===== config.mk =====
export PLATFORM = sky130hd
export DESIGN_NAME = motion_to_midi_note_mapper
export DESIGN_NICKNAME = d
export VERILOG_FILES = /design/src/rtl/mmn_pkg.sv /design/src/rtl/mmn_ctrl.sv /design/src/rtl/mmn_datapath.sv /design/src/rtl/motion_to_midi_note_mapper.sv
export SDC_FILE = /design/constraint.sdc
export NUM_CORES = 1
export LEC_CHECK = 0
export ABC_AREA = 1
export BUFFER_PORTS_ARGS = -buffer_cell sky130_fd_sc_hd__buf_4
export CELL_PAD_IN_SITES_DETAIL_PLACEMENT = 1
export CELL_PAD_IN_SITES_GLOBAL_PLACEMENT = 2
export CORE_UTILIZATION = 36
export CTS_CLUSTER_SIZE = 20
export DETAILED_ROUTE_END_ITERATION = 7
export PLACE_DENSITY_LB_ADDON = 0.1
export SLEW_MARGIN = 20
export SYNTH_ARGS = -nofsm -noshare
export SYNTH_HDL_FRONTEND = slang
export SYNTH_HIERARCHICAL = 1
export SYNTH_SLANG_ARGS = --single-unit

===== constraint.sdc =====
create_clock -name clk -period 2.8 [get_ports clk]
set_clock_uncertainty 0.1 [all_clocks]
set_input_delay 0.28 -clock clk [delete_from_list [all_inputs] [get_ports clk]]
set_output_delay 0.28 -clock clk [all_outputs]
set_load 0.01 [all_outputs]

===== src/rtl/mmn_pkg.sv =====
`timescale 1ns / 1ps
// Shared types and constants for the motion to MIDI note mapper.
// Used by mmn_ctrl, mmn_datapath and motion_to_midi_note_mapper.
package mmn_pkg;

	// Parameter defaults
	localparam int WINDOW_LEN_DEF  = 24;
	localparam int SAMPLE_BITS_DEF = 16;

	// Fixed field widths
	localparam int ACCEL_W = 16;
	localparam int VAL_W   = 7;
	localparam int CHAN_W  = 4;
	localparam int BYTE_W  = 8;
	localparam int OUT_W   = 40;
	localparam int CFG_W   = 7;
	localparam int USER_W  = 2;

	// Accel scaling: 16384 counts per g, full scale 127
	localparam logic [ACCEL_W:0]     ACCEL_ONE_G  = 17'd16384;
	localparam logic [VAL_W-1:0]     VAL_MAX      = 7'd127;
	localparam logic [VAL_W-1:0]     NOTE_RESET   = 7'h3c;

	// Packet bytes
	localparam logic [BYTE_W-1:0] PKT_HEADER = 8'h80;
	localparam logic [BYTE_W-1:0] PKT_STAMP  = 8'h80;
	localparam logic [BYTE_W-1:0] NOTE_ON    = 8'h90;
	localparam logic [BYTE_W-1:0] NOTE_OFF   = 8'h80;

	// Register indexes
	localparam logic CFG_MIDI_CHANNEL = 1'b0;
	localparam logic CFG_DEFAULT_NOTE = 1'b1;

	typedef enum logic [1:0] {
		MODE_NONE  = 2'd0,
		MODE_ACCEL = 2'd1,
		MODE_GYRO  = 2'd2
	} mode_t;

	typedef enum logic [3:0] {
		ST_IDLE,
		ST_RD_OLD,
		ST_UPDATE,
		ST_SCAN,
		ST_SCAN_LAST,
		ST_MULT,
		ST_PREP,
		ST_DIV,
		ST_SEND_ON,
		ST_SEND_OFF
	} state_t;

	// Controller to datapath commands
	typedef struct packed {
		logic load;
		logic rd_old;
		logic update;
		logic scan_rd;
		logic mult;
		logic prep;
		logic div_step;
		logic off;
	} cmd_t;

	// Datapath to controller status
	typedef struct packed {
		logic connected;
		logic scan_last;
		logic div_last;
	} sts_t;

endpackage


===== src/rtl/mmn_ctrl.sv =====
`timescale 1ns / 1ps
// Sequencing state machine for the motion to MIDI note mapper.
// Depends on mmn_pkg; drives mmn_datapath through cmd_t and reads sts_t.
module mmn_ctrl (
	input  logic          clk,
	input  logic          arst_n,
	input  logic          s_tvalid,
	output logic          s_tready,
	output logic          m_tvalid,
	input  logic          m_tready,
	output logic          m_tlast,
	output mmn_pkg::cmd_t cmd,
	input  mmn_pkg::sts_t sts
);
	import mmn_pkg::*;

	state_t state_q, state_d;

	// State register
	always_ff @(posedge clk or negedge arst_n) begin
		if (!arst_n) begin
			state_q <= ST_IDLE;
		end else begin
			state_q <= state_d;
		end
	end

	// Next state and commands
	always_comb begin
		state_d  = state_q;
		cmd      = '0;
		s_tready = 1'b0;
		m_tvalid = 1'b0;
		m_tlast  = 1'b0;
		case (state_q)
			ST_IDLE: begin
				s_tready = 1'b1;
				if (s_tvalid) begin
					cmd.load = 1'b1;
					if (sts.connected) state_d = ST_RD_OLD;
				end
			end
			ST_RD_OLD: begin
				cmd.rd_old = 1'b1;
				state_d    = ST_UPDATE;
			end
			ST_UPDATE: begin
				cmd.update = 1'b1;
				state_d    = ST_SCAN;
			end
			ST_SCAN: begin
				cmd.scan_rd = 1'b1;
				if (sts.scan_last) state_d = ST_SCAN_LAST;
			end
			ST_SCAN_LAST: begin
				state_d = ST_MULT;
			end
			ST_MULT: begin
				cmd.mult = 1'b1;
				state_d  = ST_PREP;
			end
			ST_PREP: begin
				cmd.prep = 1'b1;
				state_d  = ST_DIV;
			end
			ST_DIV: begin
				cmd.div_step = 1'b1;
				if (sts.div_last) state_d = ST_SEND_ON;
			end
			ST_SEND_ON: begin
				m_tvalid = 1'b1;
				if (m_tready) state_d = ST_SEND_OFF;
			end
			ST_SEND_OFF: begin
				cmd.off  = 1'b1;
				m_tvalid = 1'b1;
				m_tlast  = 1'b1;
				if (m_tready) state_d = ST_IDLE;
			end
			default: begin
				state_d = ST_IDLE;
			end
		endcase
	end

endmodule


===== src/rtl/mmn_datapath.sv =====
`timescale 1ns / 1ps
// Datapath: config registers, accel scaling, gyro window memory, max scan,
// serial divider and packet assembly. Depends on mmn_pkg.
module mmn_datapath #(
	parameter int WINDOW_LEN  = mmn_pkg::WINDOW_LEN_DEF,
	parameter int SAMPLE_BITS = mmn_pkg::SAMPLE_BITS_DEF,
	parameter int IN_W        = ((1 + mmn_pkg::ACCEL_W + SAMPLE_BITS + 7) / 8) * 8
) (
	input  logic                          clk,
	input  logic                          arst_n,
	input  logic [IN_W-1:0]               s_tdata,
	input  logic [mmn_pkg::USER_W-1:0]    s_tuser,
	output logic [mmn_pkg::OUT_W-1:0]     m_tdata,
	input  logic                          cfg_we,
	input  logic                          cfg_addr,
	input  logic [mmn_pkg::CFG_W-1:0]     cfg_wdata,
	input  mmn_pkg::cmd_t                 cmd,
	output mmn_pkg::sts_t                 sts
);
	import mmn_pkg::*;

	localparam int AW    = $clog2(WINDOW_LEN);
	localparam int SUM_W = SAMPLE_BITS + $clog2(WINDOW_LEN);
	localparam int NUM_W = SUM_W + 8;
	localparam int PROD_W = ACCEL_W + 1 + VAL_W;

	// Input field split
	logic                   in_conn;
	logic [ACCEL_W-1:0]     in_accel;
	logic [SAMPLE_BITS-1:0] in_gyro;
	assign in_conn  = s_tdata[0];
	assign in_accel = s_tdata[ACCEL_W:1];
	assign in_gyro  = s_tdata[ACCEL_W+SAMPLE_BITS:ACCEL_W+1];

	// Config registers
	logic [CHAN_W-1:0] chan_q;
	logic [VAL_W-1:0]  dflt_note_q;
	always_ff @(posedge clk or negedge arst_n) begin
		if (!arst_n) begin
			chan_q      <= '0;
			dflt_note_q <= NOTE_RESET;
		end else if (cfg_we) begin
			case (cfg_addr)
				CFG_MIDI_CHANNEL: chan_q      <= cfg_wdata[CHAN_W-1:0];
				CFG_DEFAULT_NOTE: dflt_note_q <= cfg_wdata[VAL_W-1:0];
				default: ;
			endcase
		end
	end

	// Accel scaling: round up positive, truncate negative magnitude
	logic [ACCEL_W:0]   acc_mag;
	logic [PROD_W-1:0]  acc_prod;
	logic [VAL_W-1:0]   acc_val;
	always_comb begin
		if (in_accel[ACCEL_W-1]) begin
			acc_mag  = 17'h10000 - {1'b0, in_accel};
			acc_prod = PROD_W'(acc_mag) * PROD_W'(VAL_MAX);
		end else begin
			acc_mag  = {1'b0, in_accel};
			acc_prod = PROD_W'(acc_mag) * PROD_W'(VAL_MAX) + PROD_W'(ACCEL_ONE_G - 17'd1);
		end
		if (acc_mag > ACCEL_ONE_G) acc_val = VAL_MAX;
		else acc_val = acc_prod[14 +: VAL_W];
	end

	// Gyro magnitude: the most negative sample fits exactly
	logic [SAMPLE_BITS-1:0] gyro_mag;
	assign gyro_mag = in_gyro[SAMPLE_BITS-1] ? (~in_gyro + 1'b1) : in_gyro;

	// Capture the item; the mode follows the buttons, side wins
	mode_t                  mode_q;
	logic [VAL_W-1:0]       acc_q;
	logic [SAMPLE_BITS-1:0] mag_q;
	always_ff @(posedge clk or negedge arst_n) begin
		if (!arst_n) begin
			mode_q <= MODE_NONE;
		end else if (cmd.load) begin
			if (s_tuser[1]) mode_q <= MODE_GYRO;
			else if (s_tuser[0]) mode_q <= MODE_ACCEL;
		end
	end

	always_ff @(posedge clk) begin
		if (cmd.load) begin
			acc_q <= acc_val;
			mag_q <= gyro_mag;
		end
	end

	// Window memory, circular, with per-entry valid bits
	logic [SAMPLE_BITS-1:0] win_mem [WINDOW_LEN];
	logic [WINDOW_LEN-1:0]  valid_q;
	logic [AW-1:0]          wp_q;
	logic [AW-1:0]          scan_cnt_q;
	logic [AW-1:0]          rd_addr;
	logic [SAMPLE_BITS-1:0] rd_data_q;
	logic                   rd_vld_q;
	logic [SAMPLE_BITS-1:0] rd_val;
	logic                   pend_q;

	assign rd_addr = cmd.rd_old ? wp_q : scan_cnt_q;
	assign rd_val  = rd_vld_q ? rd_data_q : '0;

	always_ff @(posedge clk) begin
		if (cmd.update) win_mem[wp_q] <= mag_q;
		rd_data_q <= win_mem[rd_addr];
		rd_vld_q  <= valid_q[rd_addr];
	end

	// Running sum, write pointer, scan counter and max; the counter stops on the last entry
	logic [SUM_W-1:0]       sum_q;
	logic [SAMPLE_BITS-1:0] mx_q;
	always_ff @(posedge clk or negedge arst_n) begin
		if (!arst_n) begin
			valid_q    <= '0;
			wp_q       <= '0;
			sum_q      <= '0;
			scan_cnt_q <= '0;
			pend_q     <= 1'b0;
		end else begin
			pend_q <= cmd.scan_rd;
			if (cmd.update) begin
				valid_q[wp_q] <= 1'b1;
				sum_q         <= sum_q - SUM_W'(rd_val) + SUM_W'(mag_q);
				wp_q          <= (wp_q == AW'(WINDOW_LEN - 1)) ? '0 : wp_q + 1'b1;
				scan_cnt_q    <= '0;
			end else if (cmd.scan_rd && (scan_cnt_q != AW'(WINDOW_LEN - 1))) begin
				scan_cnt_q <= scan_cnt_q + 1'b1;
			end
		end
	end

	always_ff @(posedge clk) begin
		if (cmd.update) mx_q <= '0;
		else if (pend_q && rd_val > mx_q) mx_q <= rd_val;
	end

	// Excess, numerator and restoring division, one quotient bit a cycle
	logic [SUM_W-1:0] diff_q;
	logic [NUM_W-1:0] rem_q;
	logic [NUM_W-1:0] dsr_q;
	logic [7:0]       quot_q;
	logic [2:0]       div_cnt_q;
	always_ff @(posedge clk) begin
		if (cmd.mult) begin
			diff_q <= SUM_W'(mx_q) * SUM_W'(WINDOW_LEN) - sum_q;
		end
		if (cmd.prep) begin
			rem_q     <= (NUM_W'(diff_q) << 7) - NUM_W'(diff_q) + NUM_W'(sum_q) - 1'b1;
			dsr_q     <= NUM_W'(sum_q) << 7;
			quot_q    <= '0;
			div_cnt_q <= 3'd7;
		end else if (cmd.div_step) begin
			if (rem_q >= dsr_q) begin
				rem_q             <= rem_q - dsr_q;
				quot_q[div_cnt_q] <= 1'b1;
			end
			dsr_q     <= dsr_q >> 1;
			div_cnt_q <= div_cnt_q - 1'b1;
		end
	end

	// Gyro value with clamp and empty-window case
	logic [VAL_W-1:0] gyr_val;
	always_comb begin
		if (sum_q == '0) gyr_val = '0;
		else if (quot_q[7]) gyr_val = VAL_MAX;
		else gyr_val = quot_q[VAL_W-1:0];
	end

	// Mode routing and packet assembly
	logic [VAL_W-1:0]  note;
	logic [VAL_W-1:0]  vel;
	logic [BYTE_W-1:0] status;
	always_comb begin
		case (mode_q)
			MODE_ACCEL: begin
				note = acc_q;
				vel  = gyr_val;
			end
			MODE_GYRO: begin
				note = gyr_val;
				vel  = acc_q;
			end
			default: begin
				note = dflt_note_q;
				vel  = '0;
			end
		endcase
		status  = (cmd.off ? NOTE_OFF : NOTE_ON) | {4'b0, chan_q};
		m_tdata = {2'b0, (cmd.off ? {VAL_W{1'b0}} : vel), note, status, PKT_STAMP,
			PKT_HEADER};
	end

	// Status
	assign sts.connected = in_conn;
	assign sts.scan_last = (scan_cnt_q == AW'(WINDOW_LEN - 1));
	assign sts.div_last  = (div_cnt_q == 3'd0);

endmodule


===== src/rtl/motion_to_midi_note_mapper.sv =====
`timescale 1ns / 1ps
// Motion to MIDI note mapper top level: joins mmn_ctrl and mmn_datapath; needs mmn_pkg.
// Note-on is offered after the old-entry read, window update, max scan, multiply and
// divide steps; note-off follows once note-on is taken. A new item is accepted only
// in idle, once note-off is taken; the one-entry-a-cycle window max scan and an 8-step
// divider set the pace; a link-down item yields no packet. Reset clears mode, window valid
// bits, sum and config (channel 0, default note 60); ready right after reset.
module motion_to_midi_note_mapper #(
	parameter int WINDOW_LEN  = mmn_pkg::WINDOW_LEN_DEF,
	parameter int SAMPLE_BITS = mmn_pkg::SAMPLE_BITS_DEF,
	parameter int IN_W        = ((1 + mmn_pkg::ACCEL_W + SAMPLE_BITS + 7) / 8) * 8
) (
	input  logic                       clk,
	input  logic                       arst_n,
	// connected, accel_x, gyro_x (from bit 0 up)
	input  logic [IN_W-1:0]            s_tdata,
	// front_pressed, side_pressed (from bit 0 up)
	input  logic [mmn_pkg::USER_W-1:0] s_tuser,
	input  logic                       s_tvalid,
	output logic                       s_tready,
	// header_byte, timestamp_byte, status_byte, note, velocity (from bit 0 up)
	output logic [mmn_pkg::OUT_W-1:0]  m_tdata,
	output logic                       m_tlast,
	output logic                       m_tvalid,
	input  logic                       m_tready,
	input  logic                       cfg_we,
	input  logic                       cfg_addr,
	input  logic [mmn_pkg::CFG_W-1:0]  cfg_wdata
);
	import mmn_pkg::*;

	cmd_t cmd;
	sts_t sts;

	mmn_ctrl u_ctrl (
		.clk      (clk),
		.arst_n   (arst_n),
		.s_tvalid (s_tvalid),
		.s_tready (s_tready),
		.m_tvalid (m_tvalid),
		.m_tready (m_tready),
		.m_tlast  (m_tlast),
		.cmd      (cmd),
		.sts      (sts)
	);

	mmn_datapath #(
		.WINDOW_LEN  (WINDOW_LEN),
		.SAMPLE_BITS (SAMPLE_BITS),
		.IN_W        (IN_W)
	) u_datapath (
		.clk       (clk),
		.arst_n    (arst_n),
		.s_tdata   (s_tdata),
		.s_tuser   (s_tuser),
		.m_tdata   (m_tdata),
		.cfg_we    (cfg_we),
		.cfg_addr  (cfg_addr),
		.cfg_wdata (cfg_wdata),
		.cmd       (cmd),
		.sts       (sts)
	);

endmodule

==> results.md, run 1 <==
- Compared with the post-synthesis result, the final layout area differs by 37.1%.
- The die footprint is 110000 um2.
- The synthesized instance count is around 4500.
- The mean routed wirelength per cell is ~21 um.
- After clock tree synthesis, the clock-pin slew on the worst setup and hold paths is around 0.060 ns.
- Measured against its own limit, the worst slew margin works out to between 60 and 70%.
- Setup violations remaining at the end of the flow were counted as 32.
- After detailed routing, the number of remaining DRC violations is 0.
- The number of input and output port buffers inserted is 69.
- The filler-free cell count of the finished design is between 6000 and 7000.
- The type of element launching the critical path is an input pin.
- The H-tree generated during clock tree synthesis spans 3 levels.
- The placed instances occupy a cell area of between 40000 and 50000 um2.
- The post-synthesis average cell area is ~8.7 um2.
- The unique cell type count in the Yosys netlist is 52.
- The maximum fanout along the worst path is 5.
- The pin count of the biggest net entering global routing is 61.
- The hold violation count in the final report was 0.
- The arrival time of the worst setup path is approximately 4.6 ns.
- Global routing used roughly a quarter of the available tracks across all layers.
- TritonCTS built the clock tree.
- The floorplan step set the die width to about 330 um.
- The number of antenna violations at the first check in global routing was 4.
- The shortest period the worst path allows is roughly 4.3 ns.
- The setup path with the least slack is of type input pin to flip-flop.
- The cell count after placement is approximately 6400.
- Cells with a size suffix above 1 make up approximately 31% of the layout.
- In this run the cell area of the synthesized design comes to 39000 um2.
- At the end of the flow the core is filled with cells to 49.8%.
- The height of the die is 331 um.
- The number of inserted diodes is 0.
- The sequential share of the synthesized area is around 44%.
- The run finished, with violations left.
- The critical path capture point type is a flip-flop.
- The count of TritonRoute iterations in the first routing pass is 7.
- The routed via count is between 30000 and 40000.
- The number of pins with negative max-slew slack in the final report is 0.
- After the first detailed-routing iteration, the DRC count stood at 1885.
- In this run, CTS created clock tree buffers numbering between 70 and 80.
- The number of global-route vias before repair is between 30000 and 40000.
- Leaving out fill and tap cells, the most frequent cells in the layout are sky130_fd_sc_hd__nand2_1 (805), sky130_fd_sc_hd__buf_4 (667), sky130_fd_sc_hd__inv_1 (565).
- The number of storage elements in the synthesis netlist is between 600 and 700.
- The first global-routing pass estimated about 210000 um of wire.
- The net count of the finished layout is around 5700.
- The weighted congestion reported at the end of routability-driven placement is 0.887.
- The clock insertion delay at the later pin of the skew report is 0.65 ns.
- Counting along the longest clock path gives a buffer depth of 3.
- The remaining global-route overflow is 0.
- The critical-path cell with the highest stage delay is sky130_fd_sc_hd__fa_2.
- The clock sink total is 602.
- The ratio of routed vias to standard cells is roughly 5.
- The count of yosys warnings during synthesis is 6.
- The effective utilization at floorplan is approximately 36%.
- The detail route stage leaves a number of antenna-violating nets equal to 0.
- The final reports fail on negative setup slack.
- The final cycle utilization of the critical path is 155%.
- In the post-route analysis, the smallest setup slack over all paths is -1.53 ns.
- After routing the design area is 53400 um2.
- The largest single stage delay on the critical path is 0.60 ns.
- Static timing analysis puts the maximum clock frequency at around 230 MHz.
- The cell that appears most often on the critical path is sky130_fd_sc_hd__nand2_1.
- The total length of routed wires is ~140000 um.
- The cell row count is 120.
- The floorplan step defined a core boundary enclosing between 100000 and 150000 um2.
- The most common library cell in the layout ignoring fill and taps is sky130_fd_sc_hd__nand2_1.
- At the worst endpoint, the required time is slightly above 3 ns.
- Pin placement for this block handled about 100 I/O pins.
- The number of max-cap violations is 0.
- Setup repair after global routing could not meet its margin everywhere.
- The transition at the pin with the smallest max-transition slack is about 0.54 ns.
- The type of the most critical hold path is input pin to flip-flop.
- The cell at the root of the clock tree is sky130_fd_sc_hd__clkbuf_16.
- The sum of net half-perimeters after detailed placement is between 100000 and 150000 um.
## worst max-delay path: cells and delay by family
family	cells	cell delay [ns]
buf+inv	7	0.55
simple gates	14	1.33
fa+ha+maj	6	2.49
## synth_stat cells, drive strengths merged
library cell	instances	share of area (%)
dfrtp	69	4.4
nand3b	16	0.31
a21boi	2	0.039
nand4	45	0.72
o31ai	2	0.039
and3	1	0.019
xnor2	30	0.67
o221ai	15	0.34
nor3	31	0.40
nor2	455	4.4
nor4	10	0.16
o21ai	340	4.4
nand3	272	3.5
o211ai	71	1.5
a211oi	2	0.039
clkinv	3	0.029
a21o	14	0.27
dfxtp	51	2.6
clkbuf	56	0.55
buf	88	1.6
nand2	978	9.5
o21a	7	0.13
a21oi	220	2.8
a31oi	6	0.096
inv	683	6.6
edfxtp	478	37
o22ai	46	0.74
or2	15	0.24
fa	136	7.0
and2	4	0.064
conb	2	0.019
a22oi	2	0.039
xor2	58	1.3
o21bai	22	0.42
dfstp	4	0.27
ha	242	7.8
mux2	3	0.087
## through the flow
step           TNS, ns  setup WS (ns)  hold slack, ns
6_report        -13.19          -1.53          0.0433
3_3_place_gp    -23.75          -2.21           0.146
5_1_grt         -18.33          -1.73          0.0670
2_1_floorplan   -12.14          -1.77          -0.116
3_5_place_dp    -24.87          -2.27           0.144
4_1_cts         -13.58          -1.43          0.0130
## metal layers
layer	GRT usage (%)	wire length (um)	up-vias
met3	3.08	5750	188
met2	43.1	67800	625
met4	5.91	3380	2
met5	0	11	-
met1	35.3	65700	17000
li1	-	-	16300
## state kept, by name (all words and copies together), names as in the netlist
signal	cells
u_ctrl/state_q	4
u_datapath/acc_q	7
u_datapath/chan_q	4
u_datapath/dflt_note_q	7
u_datapath/diff_q	21
u_datapath/div_cnt_q	3
u_datapath/dsr_q	28
u_datapath/mag_q	16
u_datapath/mode_q	2
u_datapath/mx_q	16
u_datapath/pend_q	1
u_datapath/quot_q	8
u_datapath/rd_data_q	16
u_datapath/rd_vld_q	1
u_datapath/rem_q	29
u_datapath/scan_cnt_q	5
u_datapath/sum_q	21
u_datapath/valid_q	24
u_datapath/win_mem	384
u_datapath/wp_q	5
## area by class of cell
type | instances | area [um2]
fillers | 12200 | 53800
multi-input cells | 3066 | 22400
flip-flops and latches | 602 | 17200
repair buffers | 822 | 7080
inverters | 686 | 2650
clock buffers | 93 | 1910
well taps | 1403 | 1760
clock inverters | 37 | 398
## final timing paths
kind	start	to	slack (ns)	depth (start not counted)
setup / recovery	s_tdata[4]	u_datapath/acc_q[5]	-1.53	27
hold / removal	cfg_addr	u_datapath/dflt_note_q[2]	0.04	4
setup reg to reg	u_datapath/mx_q[1]	u_datapath/diff_q[19]	-0.37	17
hold reg to reg	u_datapath/valid_q[15]	u_datapath/valid_q[15]	0.36	2
max in group asynchronous	arst_n	u_datapath/sum_q[4]	1.11	4
min in group asynchronous	arst_n	u_datapath/sum_q[3]	0.55	3
## kinds of logic (layout without fill, tap and decap cells)
| logic type | count (synthesis) | in the layout | share of synthesized area (%) |
|---|---|---|---|
| AO/OA/AOI/OAI | 749 | 749 | 10.9 |
| XOR/XNOR | 88 | 88 | 1.98 |
| adder cells (fa/ha/maj) | 378 | 378 | 14.8 |
| buffers and inverters | 830 | 1638 | 8.78 |
| flip-flops | 602 | 602 | 44.2 |
| multiplexers | 3 | 3 | 0.0867 |
| other | 2 | 21 | 0.0193 |
| AND/OR/NAND/NOR | 1827 | 1827 | 19.3 |
## repair_timing
item | CTS | global route
resized for setup | 448 | 513
pin swaps | 164 | 276
setup endpoints to repair | 80 | 116
hold buffers | 43 | 0
endpoints found under the hold margin | 99 | 0
setup buffers | 77 | 54
cloned | 0 | 3
Power of run 1 is not shown: default switching activity piles up to over one toggle a cycle in this logic, so the estimate is an artifact.
==> run 2: changes to the inputs <==
Settings changed: ABC_AREA 1 to default, CORE_UTILIZATION 36 to 40.
==> run 2 against run 1 <==
  * The flow still finishes with violations (negative setup slack)
  * Via count down 24%
  * Die area down 18%
  * Setup slack worse by 0.39 ns
  * Hold slack better by 0.066 ns
  * Critical path depth down 6
  * Final area down 8.7%
  * First-iteration DRC count down 23%
  * Sequential cell count unchanged
  * Fmax down 8.3%
  * Largest cell class unchanged
  * Critical path type unchanged
==> results.md, run 2 <==
- The worst setup path is captured at a flip-flop.
- The number of inserted filler cells in the final layout is 8758 (-28%).
- Among all flip-flop cells after synthesis, the most frequent one is sky130_fd_sc_hd__edfxtp_1.
- By area the synthesized netlist is led by sky130_fd_sc_hd__edfxtp_1 (40%), sky130_fd_sc_hd__ha_1 (8.5%), sky130_fd_sc_hd__fa_1 (7.7%).
- The required time of the critical path is 3.18 ns (+0.07 ns).
- Of all cell types, the one taking the most synthesized area is sky130_fd_sc_hd__edfxtp_1.
- The worst hold path stage count is 3 (-1).
- The number of storage elements in the synthesis netlist was 602 (unchanged).
- The number of antenna violations at the first check in global routing is 3 (-1).
- The number of input and output port buffers inserted was 69 (unchanged).
- The post-synthesis instance area is 35600 um2 (-8.7%).
- The largest registers in the layout are u_datapath/win_mem: 384 flops, u_datapath/rem_q: 29 flops, u_datapath/dsr_q: 28 flops.
- The weighted congestion reported at the end of routability-driven placement is 0.825 (-7.0%).
- By count the netlist is led by sky130_fd_sc_hd__edfxtp_1 (478), sky130_fd_sc_hd__inv_1 (353), sky130_fd_sc_hd__nand2_1 (244), sky130_fd_sc_hd__ha_1 (242), sky130_fd_sc_hd__nor2_1 (146).
- The clock sink total is 602 (unchanged).
- By instance count, the leading cell after synthesis is sky130_fd_sc_hd__edfxtp_1.
- In this design, the largest share of critical-path delay is due to adder cells.
- The ratio of cells with drive above 1 in the final layout is 38.2% (+7.1 points).
- The height of the die is 300 um (-9.3%).
- The share of flip-flops with an asynchronous set or reset after synthesis is 12.1% (unchanged).
- The count of yosys warnings during synthesis is 6 (unchanged).
- The maximum fanout along the worst path was 5 (unchanged).
- The die extent in x is 300 um (-9.3%).
- The number of global-route vias before repair was 28500 (-21%).
- The hold violation count in the final report is 0 (unchanged).
- The clock edge transition at the registers on the reported setup and hold paths is 0.06 ns (about the same).
- In this run the power density over the cells is between 1000 and 1500 nW/um2.
- The number of max-cap violations came to 0 (unchanged).
- The worst hold path begins at cfg_we.
- The least setup slack across all paths after layout is -1.92 ns (-0.390 ns).
- The post-placement worst setup slack is -2.80 ns (-0.530 ns).
- The mean routed wirelength per cell was 22.2 um (+4.2%).
- The maximum clock rate is 212 MHz (-8.3%).
- The cell row count is 108 (-10%).
- The clock tree buffer depth is 3 (unchanged).
- Walking the worst path, the cells encountered are buf_6 -> clkinvlp_4 -> ha_4 -> and4b_4 -> nand4_1 -> xnor2_2 -> inv_2 -> buf_4 -> fa_1 -> fa_1 -> fa_1 -> fa_1 -> inv_1 -> ha_1 -> and3_1 -> a21oi_2 -> o21ai_2 -> or4b_4 -> o21ai_2 -> nand2_1 -> o2111ai_2.
- The headroom to the max-slew limit is 44.9% (-19 points).
- The sequential share of the synthesized area is 48.4% (+4.2 points).
- The type of element launching the critical path is an input pin.
- IR analysis of the VDD net gives a maximum drop of 1.28 mV.
- The worst setup slack for register-to-register paths is -1.05 ns (-0.68 ns).
- The sum of net half-perimeters after detailed placement is 76400 um (-27%).
- The count of TritonRoute iterations in the first routing pass is 5 (-2).
- The first-pass GRT wire length is 165000 um (-23%).
- Counting flops per register, the top entry is u_datapath/win_mem.
- The DRC violation count after routing came to 0 (unchanged).
- The number of pins with negative max-slew slack in the final report is 0 (unchanged).
- The worst-case hold slack is 0.110 ns (+0.0663 ns).
- Leaving out fill and tap cells, the most frequent cells in the layout are sky130_fd_sc_hd__buf_4 (635), sky130_fd_sc_hd__edfxtp_1 (478), sky130_fd_sc_hd__inv_1 (319).
- The relative area change from synthesis to final layout is 37.1% (about the same).
- The placeable core region is 87400 um2 (-18%).
- The remaining global-route overflow came to 0 (unchanged).
- Setup repair after global routing could not meet its margin everywhere.
- The critical-path cell with the highest stage delay is sky130_fd_sc_hd__fa_1.
- The die footprint came to 90100 um2 (-18%).
- The total clock buffers created by CTS is 70 (-2.8%).
- The arrival time of the worst setup path is 5.10 ns (+0.47 ns).
- The sum of internal, switching and leakage power is approximately 56 mW.
- The shortest period the worst path allows is 4.72 ns (+0.390 ns).
- The synthesized instance count is 2922 (-35%).
- TritonCTS built the clock tree.
- The tree is rooted in a sky130_fd_sc_hd__clkbuf_16.
- The static leakage power is 20.2 nW.
- The source of the worst register-to-register timing path is u_datapath/mx_q[1].
- The final cycle utilization of the critical path came to 168% (+14 points).
- The worst reg2reg path depth was 17 (unchanged).
- The worst hold path endpoint is u_datapath/chan_q[0].
- The overall track demand over capacity in global routing is 24.1% (-1.6 points).
- The transition at the pin with the smallest max-transition slack was 0.826 ns (+0.290 ns).
- The top cell type's share of synthesized area was 40.4% (+3.5 points).
- The ratio of routed vias to standard cells is 5.27 (+3.5%).
- The H-tree depth reported by CTS is 3 (unchanged).
- The DRC marker count from the first detailed-route iteration is 1459 (-23%).
- The worst setup path is of the input pin to flip-flop kind.
- The routed via count came to 26000 (-24%).
- The unique cell type count in the Yosys netlist was 90 (+73%).
- The clock insertion delay at the later pin of the skew report is 0.65 ns (about the same).
- The cell count after placement is 4630 (-28%).
- The filler-free cell count of the finished design was 4928 (-27%).
- In this run the worst hold path is classified as input pin to flip-flop.
- The number of flip-flops under the largest register name is 384 (unchanged).
- The number of nets in the layout is 4148 (-27%).
- The boundary pin count is 98 (unchanged).
- The effective utilization at floorplan is 40.7% (+4.3 points).
- The final number of setup-violating endpoints is 107 (+230%).
- Among the stages of the critical path, the cell type that occurs most often is sky130_fd_sc_hd__fa_1.
- Leaving out fill and tap cells, the most frequent cell in the layout is sky130_fd_sc_hd__buf_4.
- The flow ran to the end, but the final reports show violations.
- The delay of the slowest critical-path stage is 0.58 ns (-0.02 ns).
- The total length of routed wires came to 109000 um (-23%).
- The final reports fail on negative setup slack.
- The total negative setup slack is -39.88 ns (-26.69 ns).
- The number of antenna-violating nets in the routed design is 0 (unchanged).
- The endpoint of the lowest-slack register-to-register path is u_datapath/diff_q[20].
- The number of buffers and inverters on the critical path was 5 (-2).
- The pin count of the biggest net entering global routing is 58 (-4.9%).
- The post-synthesis average cell area is 12.2 um2 (+40%).
- The number of enable-type register cells in the synthesized netlist is 478 (unchanged).
[run 2: changes by cell type in the layout (fill, tap and decap cells not counted), sizes merged, moves of 114 or more]
cell / change
inv: -335
nand2: -733
o21ai: -200
nor2: -309
a21oi: -114
nand3: -219
[run 2: cell families after synthesis]
group	after synthesis	share of synthesized area, %
adder cells (fa/ha/maj)	380	16.2
other	2	0.0211
XOR/XNOR	164	4.09
AO/OA/AOI/OAI	506	9.27
buffers and inverters	460	5.16
AND/OR/NAND/NOR	633	8.26
flip-flops	602	48.4
multiplexers	175	8.58
[run 2: worst max path at each step]
| stage | endpoint | start | cells after the start | slack [ns] |
|---|---|---|---|---|
| after floorplan | u_datapath/acc_q[6] | s_tdata[1] | 25 | -2.38 |
| after global placement | u_datapath/acc_q[6] | s_tdata[2] | 24 | -2.69 |
| after detailed placement | u_datapath/acc_q[6] | s_tdata[4] | 20 | -2.80 |
| after CTS | u_datapath/acc_q[6] | s_tdata[3] | 24 | -1.91 |
| after global routing | u_datapath/acc_q[6] | s_tdata[4] | 25 | -2.13 |
| final | u_datapath/acc_q[6] | s_tdata[4] | 21 | -1.92 |
[run 2: per-stage QoR]
stage / utilization [%] / instance area (um2)
finish: 55.8 / 48800
global route: 55.8 / 48700
CTS: 54.6 / 47700
detailed placement: 48.9 / 42800
global placement: 48.9 / 42800
floorplan: - / 36400
[run 2: worst register-to-register path, delay by kind of cell, from the launching register on]
kind / cells / cell delay [ns]
AOI/OAI and AO/OA: 6 / 0.98
adders and majority gates: 2 / 0.73
and+or+nand+nor: 4 / 0.71
xor gates and xnor gates: 3 / 0.42
DFF: 1 / 0.36
buffers and inverters: 2 / 0.33
[run 2: timing repair]
action                                 in CTS  in global routing
pin swaps                                 176                137
hold buffers                               38                  0
buffers inserted                           84                 60
endpoints found under the hold margin      71                  0
resized for setup                         341                189
cloned                                     12                  3
setup endpoints to repair                 141                141
[run 2: report_power, final]
part / internal [mW] / switching, mW / total (mW)
clock: 5.17 / 3.92 / 9.09
sequential: 11.0 / 0.589 / 11.6
combinational: 18.4 / 17.3 / 35.7
[run 2: per-layer routing]
metal	routed length [um]	vias up	part of all wire [%]	track usage [%]
met3	4960	132	4.5	3.95
met4	2240	0	2.1	5.73
met5	0	-	0	0
met2	55200	448	51	42.0
li1	-	12000	-	-
met1	46800	13400	43	31.3
[run 2: cell type report]
| cell class | count | area [um2] | area share, % |
|---|---|---|---|
| antenna | 2 | 5.00 | 0.0103 |
| clock buffer | 100 | 1890 | 3.87 |
| clock inverter | 28 | 390 | 0.801 |
| inverter | 353 | 1380 | 2.82 |
| multi-input combinational | 1879 | 19100 | 39.1 |
| sequential | 602 | 17200 | 35.3 |
| tap | 1155 | 1450 | 2.96 |
| timing repair buffer | 809 | 7360 | 15.1 |
(Power assumes the default switching activity.)
